`src/tsct_pkg.sv`:
```
// Package for the task slot completion table: sizes, codes, entry layout
// and the count arithmetic shared by the datapath and the slot map.
// Depends on nothing.
package tsct_pkg;

   // Table geometry and count width
   localparam int NUM_SLOTS   = 64;
   localparam int FIRST_SLOT  = 8;
   localparam int COUNT_WIDTH = 16;
   localparam int SLOT_W      = (NUM_SLOTS > 1) ? $clog2(NUM_SLOTS) : 1;

   // Beat field widths
   localparam int TYPE_W     = 2;
   localparam int ORIGIN_W   = 2;
   localparam int KIND_W     = 2;
   localparam int TOTAL_W    = 15;
   localparam int IDX_IN_W   = 6;
   localparam int STATUS_W   = 3;
   localparam int GRANT_W    = 6;
   localparam int ARR_W      = 15;
   localparam int REM_W      = 16;

   // Wide enough for every compare and difference on counts
   localparam int WIDE_W  = COUNT_WIDTH + 17;
   localparam int ENTRY_W = 4 * COUNT_WIDTH;

   typedef logic [COUNT_WIDTH-1:0] count_type;
   typedef logic [SLOT_W-1:0]      slot_type;

   localparam count_type COUNT_MAX = '1;
   localparam count_type COUNT_ONE = count_type'(1);

   localparam logic [WIDE_W-1:0]        ARR_MAX_W = WIDE_W'(32767);
   localparam logic signed [WIDE_W-1:0] REM_HI_W  = WIDE_W'(32767);
   localparam logic signed [WIDE_W-1:0] REM_LO_W  = -(WIDE_W'(32768));

   // Request codes
   typedef enum logic [TYPE_W-1:0] {
      RQ_REGISTER = 2'd0,
      RQ_ARRIVAL  = 2'd1,
      RQ_LAST     = 2'd2,
      RQ_DONE     = 2'd3
   } req_op_type;

   // Origin and kind codes
   localparam logic [ORIGIN_W-1:0] ORIGIN_OTHER = 2'd3;
   localparam logic [KIND_W-1:0]   KIND_SINGLE  = 2'd0;
   localparam logic [KIND_W-1:0]   KIND_WHOLE   = 2'd1;

   // Result status codes
   typedef enum logic [STATUS_W-1:0] {
      STS_OK         = 3'd0,
      STS_NO_FREE    = 3'd1,
      STS_BAD_ORIGIN = 3'd2,
      STS_BAD_KIND   = 3'd3,
      STS_NOT_IN_USE = 3'd4
   } status_type;

   // Sequencer states
   typedef enum logic {
      FSM_IDLE,
      FSM_EXEC
   } fsm_type;

   // One table entry as held in the RAM
   typedef struct packed {
      count_type worker_target;
      count_type worker_done;
      count_type tasker_target;
      count_type tasker_done;
   } entry_type;

   // Busy flag update toward the slot map
   typedef struct packed {
      logic     en;
      slot_type idx;
      logic     busy;
   } slot_upd_type;

   // Lowest free slot, from the slot map
   typedef struct packed {
      logic     found;
      slot_type slot;
   } free_info_type;

   // Clamp a request total to the count range
   function automatic count_type clamp_total(input logic [TOTAL_W-1:0] t);
      logic [WIDE_W-1:0] v;
      v = WIDE_W'(t);
      if (v > WIDE_W'(COUNT_MAX)) begin
         return COUNT_MAX;
      end
      return COUNT_WIDTH'(v);
   endfunction

   // Saturating increment
   function automatic count_type bump(input count_type v);
      if (v == COUNT_MAX) begin
         return v;
      end
      return v + COUNT_ONE;
   endfunction

   // Count to the 15-bit arrival field, saturating
   function automatic logic [ARR_W-1:0] arrival_sat(input count_type v);
      if (WIDE_W'(v) > ARR_MAX_W) begin
         return '1;
      end
      return ARR_W'(v);
   endfunction

   // target minus prior, saturated to the signed 16-bit field
   function automatic logic signed [REM_W-1:0] rem_sat(input count_type mx,
                                                       input count_type pr);
      logic signed [WIDE_W-1:0] d;
      d = $signed(WIDE_W'(mx)) - $signed(WIDE_W'(pr));
      if (d > REM_HI_W) begin
         d = REM_HI_W;
      end else if (d < REM_LO_W) begin
         d = REM_LO_W;
      end
      return REM_W'(d);
   endfunction

endpackage

```
`src/tsct_ram.sv`:
```
// Generic single-port-write, single-port-read RAM with registered read.
// Depends on nothing.
module tsct_ram #(
   parameter int WIDTH = 8,
   parameter int DEPTH = 16
) (
   input  logic                     clock,
   input  logic                     wr_en,
   input  logic [$clog2(DEPTH)-1:0] wr_addr,
   input  logic [WIDTH-1:0]         wr_data,
   input  logic                     rd_en,
   input  logic [$clog2(DEPTH)-1:0] rd_addr,
   output logic [WIDTH-1:0]         rd_data
);

   logic [WIDTH-1:0] mem_ff [DEPTH];
   logic [WIDTH-1:0] rd_data_ff;

   // Write port
   always_ff @(posedge clock) begin
      if (wr_en) begin
         mem_ff[wr_addr] <= wr_data;
      end
   end

   // Registered read, holds when not enabled
   always_ff @(posedge clock) begin
      if (rd_en) begin
         rd_data_ff <= mem_ff[rd_addr];
      end
   end

   assign rd_data = rd_data_ff;

endmodule

```
`src/tsct_slot_map.sv`:
```
// Slot map: busy flag and written flag per slot, plus the registered
// search for the lowest free slot at or above the reserved base.
// Depends on tsct_pkg.
module tsct_slot_map (
   input  logic                   clock,
   input  logic                   reset,
   input  tsct_pkg::slot_upd_type upd,
   input  tsct_pkg::slot_type     q_idx,
   output logic                   q_busy,
   output logic                   q_written,
   output tsct_pkg::free_info_type free_info
);
   import tsct_pkg::*;

   logic [NUM_SLOTS-1:0] busy_ff;
   logic [NUM_SLOTS-1:0] busy_in;
   logic [NUM_SLOTS-1:0] written_ff;
   logic [NUM_SLOTS-1:0] written_in;
   free_info_type        free_ff;
   free_info_type        free_in;

   // Flag updates; any entry write marks the entry as written
   always_comb begin
      busy_in    = busy_ff;
      written_in = written_ff;
      if (upd.en) begin
         busy_in[upd.idx]    = upd.busy;
         written_in[upd.idx] = 1'b1;
      end
   end

   // Priority search, lowest index wins
   always_comb begin
      free_in = '0;
      for (int s = NUM_SLOTS - 1; s >= FIRST_SLOT; s--) begin
         if (!busy_ff[s]) begin
            free_in.found = 1'b1;
            free_in.slot  = SLOT_W'(s);
         end
      end
   end

   always_ff @(posedge clock) begin
      if (reset) begin
         busy_ff    <= '0;
         written_ff <= '0;
         free_ff    <= '0;
      end else begin
         busy_ff    <= busy_in;
         written_ff <= written_in;
         free_ff    <= free_in;
      end
   end

   assign q_busy    = busy_ff[q_idx];
   assign q_written = written_ff[q_idx];
   assign free_info = free_ff;

endmodule

```
`src/task_slot_completion_table.sv`:
```
// Task slot completion table, top level: request capture, sequencer,
// read-modify-write datapath and result register.
// Depends on tsct_pkg, tsct_ram and tsct_slot_map.
//
// Usage: a request beat arrives on req_* (valid/stall) and produces exactly
// one result beat on rsp_*. Register claims the lowest free slot at or
// above the reserved base; arrival bumps a slot's tasker count; last query
// compares a given count with the tasker target; worker done bumps the
// worker count and frees the slot on the final worker.
// Timing: the slot entry is read from the registered-read RAM on the accept
// edge and written back when the result is loaded into the result register,
// which waits while a held result is stalled. A new request is taken only
// after the previous one is written back. The next write-back follows any
// earlier one, so no forwarding is needed.
// Reset: all slots free, all counts zero (per-slot written flags make
// unwritten entries read as zero). No clearing pass is needed.
// A stalled result holds in the result register; one further request is
// accepted and waits, read done, until the result register frees up.
module task_slot_completion_table (
   input  logic                           clock,
   input  logic                           reset,
   input  logic                           req_valid,
   output logic                           req_stall,
   input  logic [tsct_pkg::TYPE_W-1:0]    req_type,
   input  logic [tsct_pkg::ORIGIN_W-1:0]  req_origin_code,
   input  logic [tsct_pkg::KIND_W-1:0]    req_task_kind,
   input  logic [tsct_pkg::TOTAL_W-1:0]   req_worker_total,
   input  logic [tsct_pkg::TOTAL_W-1:0]   req_tasker_total,
   input  logic [tsct_pkg::IDX_IN_W-1:0]  req_slot_index,
   input  logic [tsct_pkg::TOTAL_W-1:0]   req_stored_count,
   output logic                           rsp_valid,
   input  logic                           rsp_stall,
   output logic [tsct_pkg::STATUS_W-1:0]  rsp_status,
   output logic [tsct_pkg::GRANT_W-1:0]   rsp_granted_slot,
   output logic [tsct_pkg::ARR_W-1:0]     rsp_arrival_count,
   output logic                           rsp_is_last,
   output logic signed [tsct_pkg::REM_W-1:0] rsp_remaining
);
   import tsct_pkg::*;

   fsm_type state_ff;
   fsm_type state_in;
   logic    accept;
   logic    exec_go;

   // Captured request
   logic [TYPE_W-1:0]   type_ff;
   logic [ORIGIN_W-1:0] origin_ff;
   logic [KIND_W-1:0]   kind_ff;
   logic [TOTAL_W-1:0]  wtot_ff;
   logic [TOTAL_W-1:0]  ttot_ff;
   logic [IDX_IN_W-1:0] idx_ff;
   logic [TOTAL_W-1:0]  stored_ff;

   // RAM and slot map
   logic [ENTRY_W-1:0] ram_rd_data;
   logic               ram_wr_en;
   slot_type           ram_wr_addr;
   entry_type          wr_entry;
   slot_type           slot_addr;
   logic               q_busy;
   logic               q_written;
   free_info_type      free_info;
   slot_upd_type       upd;
   entry_type          cur;
   logic               out_of_range;

   // Result register
   logic                     rsp_valid_ff;
   logic                     rsp_valid_in;
   status_type               status_ff;
   status_type               status_in;
   logic [GRANT_W-1:0]       granted_ff;
   logic [GRANT_W-1:0]       granted_in;
   logic [ARR_W-1:0]         arr_ff;
   logic [ARR_W-1:0]         arr_in;
   logic                     last_ff;
   logic                     last_in;
   logic signed [REM_W-1:0]  rem_ff;
   logic signed [REM_W-1:0]  rem_in;

   // Sequencer next state
   always_comb begin
      state_in = state_ff;
      unique case (state_ff)
         FSM_IDLE: begin
            if (req_valid) begin
               state_in = FSM_EXEC;
            end
         end
         FSM_EXEC: begin
            if (exec_go) begin
               state_in = FSM_IDLE;
            end
         end
         default: state_in = FSM_IDLE;
      endcase
   end

   // Sequencer outputs
   always_comb begin
      req_stall = 1'b1;
      exec_go   = 1'b0;
      unique case (state_ff)
         FSM_IDLE: req_stall = 1'b0;
         FSM_EXEC: exec_go   = !rsp_valid_ff || !rsp_stall;
         default:  req_stall = 1'b1;
      endcase
   end

   assign accept = req_valid && !req_stall;

   always_ff @(posedge clock) begin
      if (reset) begin
         state_ff <= FSM_IDLE;
      end else begin
         state_ff <= state_in;
      end
   end

   // Request capture
   always_ff @(posedge clock) begin
      if (accept) begin
         type_ff   <= req_type;
         origin_ff <= req_origin_code;
         kind_ff   <= req_task_kind;
         wtot_ff   <= req_worker_total;
         ttot_ff   <= req_tasker_total;
         idx_ff    <= req_slot_index;
         stored_ff <= req_stored_count;
      end
   end

   tsct_ram #(
      .WIDTH (ENTRY_W),
      .DEPTH (NUM_SLOTS)
   ) u_ram (
      .clock   (clock),
      .wr_en   (ram_wr_en),
      .wr_addr (ram_wr_addr),
      .wr_data (wr_entry),
      .rd_en   (accept),
      .rd_addr (SLOT_W'(req_slot_index)),
      .rd_data (ram_rd_data)
   );

   assign slot_addr = SLOT_W'(idx_ff);

   tsct_slot_map u_slot_map (
      .clock     (clock),
      .reset     (reset),
      .upd       (upd),
      .q_idx     (slot_addr),
      .q_busy    (q_busy),
      .q_written (q_written),
      .free_info (free_info)
   );

   // Never-written entries read as the reset value
   assign cur          = q_written ? entry_type'(ram_rd_data) : '0;
   assign out_of_range = 32'(idx_ff) >= 32'(NUM_SLOTS);

   // Request execution and write-back
   always_comb begin
      status_in   = STS_OK;
      granted_in  = '0;
      arr_in      = '0;
      last_in     = 1'b0;
      rem_in      = '0;
      ram_wr_en   = 1'b0;
      ram_wr_addr = slot_addr;
      wr_entry    = cur;
      upd         = '0;
      upd.idx     = slot_addr;
      if (req_op_type'(type_ff) == RQ_REGISTER) begin
         if (origin_ff == ORIGIN_OTHER) begin
            status_in = STS_BAD_ORIGIN;
         end else if (!free_info.found) begin
            status_in = STS_NO_FREE;
         end else if (kind_ff > KIND_WHOLE) begin
            status_in = STS_BAD_KIND;
         end else begin
            ram_wr_en   = 1'b1;
            ram_wr_addr = free_info.slot;
            wr_entry    = '0;
            if (kind_ff == KIND_SINGLE) begin
               wr_entry.worker_target = COUNT_ONE;
               wr_entry.tasker_target = COUNT_ONE;
            end else begin
               wr_entry.worker_target = clamp_total(wtot_ff);
               wr_entry.tasker_target = clamp_total(ttot_ff);
            end
            upd.en     = 1'b1;
            upd.idx    = free_info.slot;
            upd.busy   = 1'b1;
            granted_in = GRANT_W'(free_info.slot);
         end
      end else if (out_of_range) begin
         status_in = STS_NOT_IN_USE;
      end else begin
         unique case (req_op_type'(type_ff))
            RQ_ARRIVAL: begin
               wr_entry.tasker_done = bump(cur.tasker_done);
               ram_wr_en = 1'b1;
               upd.en    = 1'b1;
               upd.busy  = q_busy;
               arr_in    = arrival_sat(wr_entry.tasker_done);
            end
            RQ_LAST: begin
               last_in = WIDE_W'(stored_ff) == WIDE_W'(cur.tasker_target);
            end
            RQ_DONE: begin
               if (!q_busy) begin
                  status_in = STS_NOT_IN_USE;
               end else begin
                  ram_wr_en = 1'b1;
                  upd.en    = 1'b1;
                  if (cur.worker_target != '0 &&
                      cur.worker_done == cur.worker_target - COUNT_ONE) begin
                     // final worker: free the slot
                     wr_entry = '0;
                     upd.busy = 1'b0;
                  end else begin
                     wr_entry.worker_done = bump(cur.worker_done);
                     upd.busy = 1'b1;
                     rem_in   = rem_sat(cur.worker_target, cur.worker_done);
                  end
               end
            end
            default: status_in = STS_OK;
         endcase
      end
      if (!exec_go) begin
         ram_wr_en = 1'b0;
         upd.en    = 1'b0;
      end
   end

   // Result register
   always_comb begin
      if (exec_go) begin
         rsp_valid_in = 1'b1;
      end else if (!rsp_stall) begin
         rsp_valid_in = 1'b0;
      end else begin
         rsp_valid_in = rsp_valid_ff;
      end
   end

   always_ff @(posedge clock) begin
      if (reset) begin
         rsp_valid_ff <= 1'b0;
      end else begin
         rsp_valid_ff <= rsp_valid_in;
      end
   end

   always_ff @(posedge clock) begin
      if (exec_go) begin
         status_ff  <= status_in;
         granted_ff <= granted_in;
         arr_ff     <= arr_in;
         last_ff    <= last_in;
         rem_ff     <= rem_in;
      end
   end

   assign rsp_valid         = rsp_valid_ff;
   assign rsp_status        = status_ff;
   assign rsp_granted_slot  = granted_ff;
   assign rsp_arrival_count = arr_ff;
   assign rsp_is_last       = last_ff;
   assign rsp_remaining     = rem_ff;

endmodule

```
`config.mk`:
```
export PLATFORM = sky130hd
export DESIGN_NAME = task_slot_completion_table
export DESIGN_NICKNAME = d
export VERILOG_FILES = /design/src/tsct_pkg.sv /design/src/tsct_ram.sv /design/src/tsct_slot_map.sv /design/src/task_slot_completion_table.sv
export SDC_FILE = /design/constraint.sdc
export NUM_CORES = 2
export LEC_CHECK = 0
export BUFFER_PORTS_ARGS = -buffer_cell sky130_fd_sc_hd__buf_2
export CORE_AREA = 3 3 583 1018
export DETAILED_ROUTE_END_ITERATION = 16
export DIE_AREA = 0 0 586 1021
export PLACE_DENSITY = 0.49
export REMOVE_ABC_BUFFERS = 1
export SLEW_MARGIN = 25
export SYNTH_ARGS = -nofsm -noshare
export SYNTH_HDL_FRONTEND = slang
export SYNTH_SLANG_ARGS = --single-unit
```
`constraint.sdc`:
```
create_clock -name clock -period 11.4 [get_ports clock]
set_input_delay 0.57 -clock clock [delete_from_list [all_inputs] [get_ports clock]]
set_output_delay 0.57 -clock clock [all_outputs]
set_load 0.01 [all_outputs]
```
==> impl_summary.md <==
Outcome
The run finished with clean final reports.

Detailed routing
The number of vias after detailed routing is 83,300. The per-cell via count in the routed design is 5.29. The routed wire length per instance is 36.1 um. The number of nets with antenna violations after routing is 0.

The total routed wirelength is 568 mm. The first routing iteration left 10,900 violations. The first TritonRoute pass finished after 8 iterations.

After detailed routing, the number of remaining DRC violations is 0.

Logic synthesis
The Yosys step of the flow raised 0 warnings. Synthesis instantiated 82 different standard cells from the library. The share of the yosys chip area belonging to registers is 77.0%.

In this run, synthesis produced a sequential element count of 4,395. After synthesis, the most frequently instantiated cells are edfxtp_1 (4,258), mux4_2 (1,371), clkbuf_1 (271). The most repeated cell in the gate-level netlist after synthesis is edfxtp_1. The top cell type by area accounts for 75.4% of the synthesized area.

Among all flip-flop cells after synthesis, the most frequent one is edfxtp_1. By area the synthesized netlist is led by edfxtp_1 (75%), mux4_2 (18%), dfxtp_1 (1.6%). The count of mapped cells out of synthesis is 7,261. Each instance of the synthesized netlist takes up on average 23.4 sq um. The fraction of synthesis flops using an asynchronous set or reset pin is 0%. In this run the cell area of the synthesized design comes to 170,000 sq um. Counting flops with a built-in enable in the synthesized netlist gives 4,258.

The library cell occupying the most area in the post-synthesis netlist is edfxtp_1.

Floorplan
In this run the horizontal extent of the chip is 586 um. The placeable core region is 586,000 sq um. The starting density of the core is 28.9%. The height of the die is 1.02 mm. In this run the count of I/O pins placed on the die edge is 104. The floorplan step defined a die boundary enclosing 598,000 sq um. The floorplan row count is 372.

Finish
Leaving out filler cells and counting taps, the final layout contains 15,700. The core utilization of the finished layout is 33.3%. Cells with a size suffix above 1 make up 30.9% of the layout. Counting the fill cells in the layout gives 54,600. Compared with the post-synthesis result, the final layout area differs by 15.0%.

For this run, the post-layout net count is 7,805.

Min path
The path class of the tightest hold or removal check is input port to register. The launch point of the worst hold path is reset. The number of cells on the worst hold path is 2. The worst hold path terminates at u_slot_map.written_ff[48]$_SDFFE_PP0P_.

Worst setup path
The endpoint of the worst-slack reg-to-reg timing path is u_ram.mem_ff[60][18]$_DFFE_PP_. The endpoint class of the critical path is a register. Data arrives at the worst endpoint at 8.19 ns. At the worst endpoint, the required time is 12.10 ns. The kind of cell with the highest combined delay along the critical path is simple AND/OR/NAND/NOR gates. The largest driver fanout on the critical path is 48. The number of cells on the worst reg-to-reg path is 19. The most frequent cell on the critical path is buf_4.

The critical path launch point type is a register. The combined buffer and inverter count along the critical path is 3. Among all stages on the critical path, the largest delay is contributed by or4b_2. The signal on the critical path passes through buf_4 -> mux4_1 -> mux4_2 -> mux2i_1 -> nor2_1 -> a21o_4 -> nand2_1 -> ha_1 -> or4b_2 -> nor3_1 -> mux2i_1 -> a22oi_1 -> nand4_1 -> nor3_2 -> or2_1 -> a21oi_4 -> buf_4 -> a22o_1 -> buf_4.

The reg2reg setup slack is 3.91 ns. The reg-to-reg critical path startpoint is idx_ff[1]$_DFFE_PP_. In this design, the stage delay of the slowest critical-path cell is 0.71 ns.

The setup path with the least slack is of type register to register.

Clocking
The clock root buffer is clkbuf_16. The clock passes through at most 4 buffers. The count of clock tree sinks is 4,395. The deepest level of the CTS H-tree is 5. The number of setup buffers added after CTS is 0. The clock buffer count from CTS is 385. The TritonCTS clock tree is yes. The worst-skew pair later-pin latency is 0.97 ns. After clock tree synthesis, the clock-pin slew on the worst setup and hold paths is 0.07 ns.

Timing
The achievable frequency is 133 MHz. The number of max-slew violations in the final report is 0. The fraction of the cycle the final worst path needs is 65.7%.

The clock period minus worst slack is 7.49 ns. Summed over all failing endpoints, the final setup total negative slack is 0 ns. The slew at the pin closest to its max-slew limit is 1.15 ns. Headroom to the max-slew limit came out at 23.7%. The count of endpoints failing setup in the final report is 0. The hold violation total from the final report is 0. Setup repair after global routing left no endpoint under its margin.

On the final layout, the worst clock skew is 0.0546 ns. After layout, the worst setup slack is 3.91 ns.

Place
Once detailed placement completed, the half-perimeter wirelength came to 303 mm. The congestion estimate from routability-driven global placement came to 0.881. The setup slack after placement is 3.89 ns. The number of I/O port buffers is 103. Once placement completed, the tool counted placed cells totaling 14,900.

Global route
Global routing consumed, over all layers together, 18.6% of the routing resources. The initial antenna violation count is 30. Entering global routing, the biggest net connects 126 pins. The leftover overflow at the end of global routing is 0.

The number of global-route vias before repair is 85,700. The global-route wire length before repair is 764 mm.

Power
The leakage power summed over all cells is 0.0603 uW. Across the VDD grid, the largest voltage drop is 0.000131 V. The total power is 33,100 uW. The areal power density over the cells is 169 nW/um^2.

Flow run
The number of maximum-capacitance violations is 0.
## repair_timing
item,in CTS,in global routing
resized for setup,0,0
hold endpoints to repair,53,0
setup endpoints to repair,0,0
hold buffers,53,0
## worst max-delay path by stage
stage	depth (start not counted)	from	endpoint	slack, ns
finish	19	idx_ff[1]$_DFFE_PP_	u_ram.mem_ff[60][18]$_DFFE_PP_	3.91
global route	19	idx_ff[1]$_DFFE_PP_	u_ram.mem_ff[41][18]$_DFFE_PP_	3.62
CTS	18	idx_ff[1]$_DFFE_PP_	u_ram.mem_ff[3][56]$_DFFE_PP_	3.86
detailed placement	18	idx_ff[1]$_DFFE_PP_	u_ram.mem_ff[38][57]$_DFFE_PP_	3.89
global placement	18	idx_ff[1]$_DFFE_PP_	u_ram.mem_ff[38][57]$_DFFE_PP_	3.90
floorplan	4	rsp_stall	u_slot_map.busy_ff[61]$_SDFFE_PP0P_	-0.89
## registers in the layout, summed over array words and instances (netlist names)
name	count
rsp_valid	1
wtot_ff	15
u_slot_map.busy_ff	64
ttot_ff	15
kind_ff	2
rsp_granted_slot	6
origin_ff	2
rsp_remaining	16
state_ff	1
u_slot_map.written_ff	64
rsp_arrival_count	15
rsp_status	3
idx_ff	6
rsp_is_last	1
u_ram.mem_ff	4096
u_ram.rd_data	64
u_slot_map.free_info	7
type_ff	2
stored_ff	15
## metrics by stage
stage,hold WS [ns],cell area [sq um]
after floorplan,0.429,168000
after global placement,0.442,181000
after detailed placement,0.455,182000
after CTS,0.0307,195000
after global routing,0.104,195000
final,0.104,195000
## layout by cell type (no fill, tap or decap), types with 23 or more instances in the layout
cell / netlist / layout
edfxtp_1: 4258 / 4258
mux4_2: 1371 / 1371
clkbuf_16: 0 / 391
buf_4: 11 / 267
nor2_1: 251 / 251
dfxtp_1: 137 / 137
nand2_1: 101 / 101
buf_2: 12 / 96
a21oi_1: 87 / 79
clkinv_1: 0 / 75
clkinv_2: 0 / 68
a211oi_1: 67 / 66
clkbuf_1: 271 / 56
dlygate4sd3_1: 0 / 53
bufinv_16: 0 / 47
o21ai_0: 49 / 44
and2_4: 0 / 39
clkinvlp_4: 0 / 39
inv_1: 38 / 36
nand3_1: 34 / 34
xnor2_1: 32 / 32
nand4_1: 29 / 29
and2_1: 65 / 25
buf_12: 1 / 24
nor3_1: 31 / 23
a22o_1: 29 / 23
## power breakdown
part | total [uW] | internal [uW] | switching, uW
clock network | 13600 | 7430 | 6200
registers | 17800 | 17700 | 117
logic | 1590 | 669 | 925
## area by class of cell
| type | instances | area [sq um] | area share, % |
|---|---|---|---|
| diodes | 15 | 37.5 | 0.0192 |
| clock buffers | 448 | 10000 | 5.13 |
| clock inverters | 272 | 2900 | 1.48 |
| inverters | 38 | 158 | 0.0808 |
| multi-input cells | 2448 | 38100 | 19.5 |
| flip-flops and latches | 4395 | 131000 | 66.9 |
| well taps | 7667 | 9590 | 4.92 |
| repair buffers | 456 | 3790 | 1.94 |
## routing by layer
| layer | part of all wire (%) | vias up | global-route usage [%] | routed length, um |
|---|---|---|---|---|
| met2 | 52 | 3624 | 33.4 | 298000 |
| met3 | 6.1 | 940 | 2.37 | 34700 |
| met4 | 4.0 | 10 | 6.72 | 22700 |
| li1 | - | 32100 | - | - |
| met5 | 0.011 | - | 0 | 64 |
| met1 | 37 | 46600 | 22.9 | 213000 |
## logic make-up after synthesis
| group | count (synthesis) | synth area share (%) |
|---|---|---|
| muxes | 1401 | 18.4 |
| and+or+nand+nor | 618 | 1.76 |
| adders and majority gates | 20 | 0.152 |
| buffers and inverters | 418 | 0.994 |
| DFF | 4395 | 77.0 |
| AOI/OAI and AO/OA | 364 | 1.48 |
| xor gates and xnor gates | 45 | 0.232 |
No activity file was read; power rests on OpenSTA's default activity.
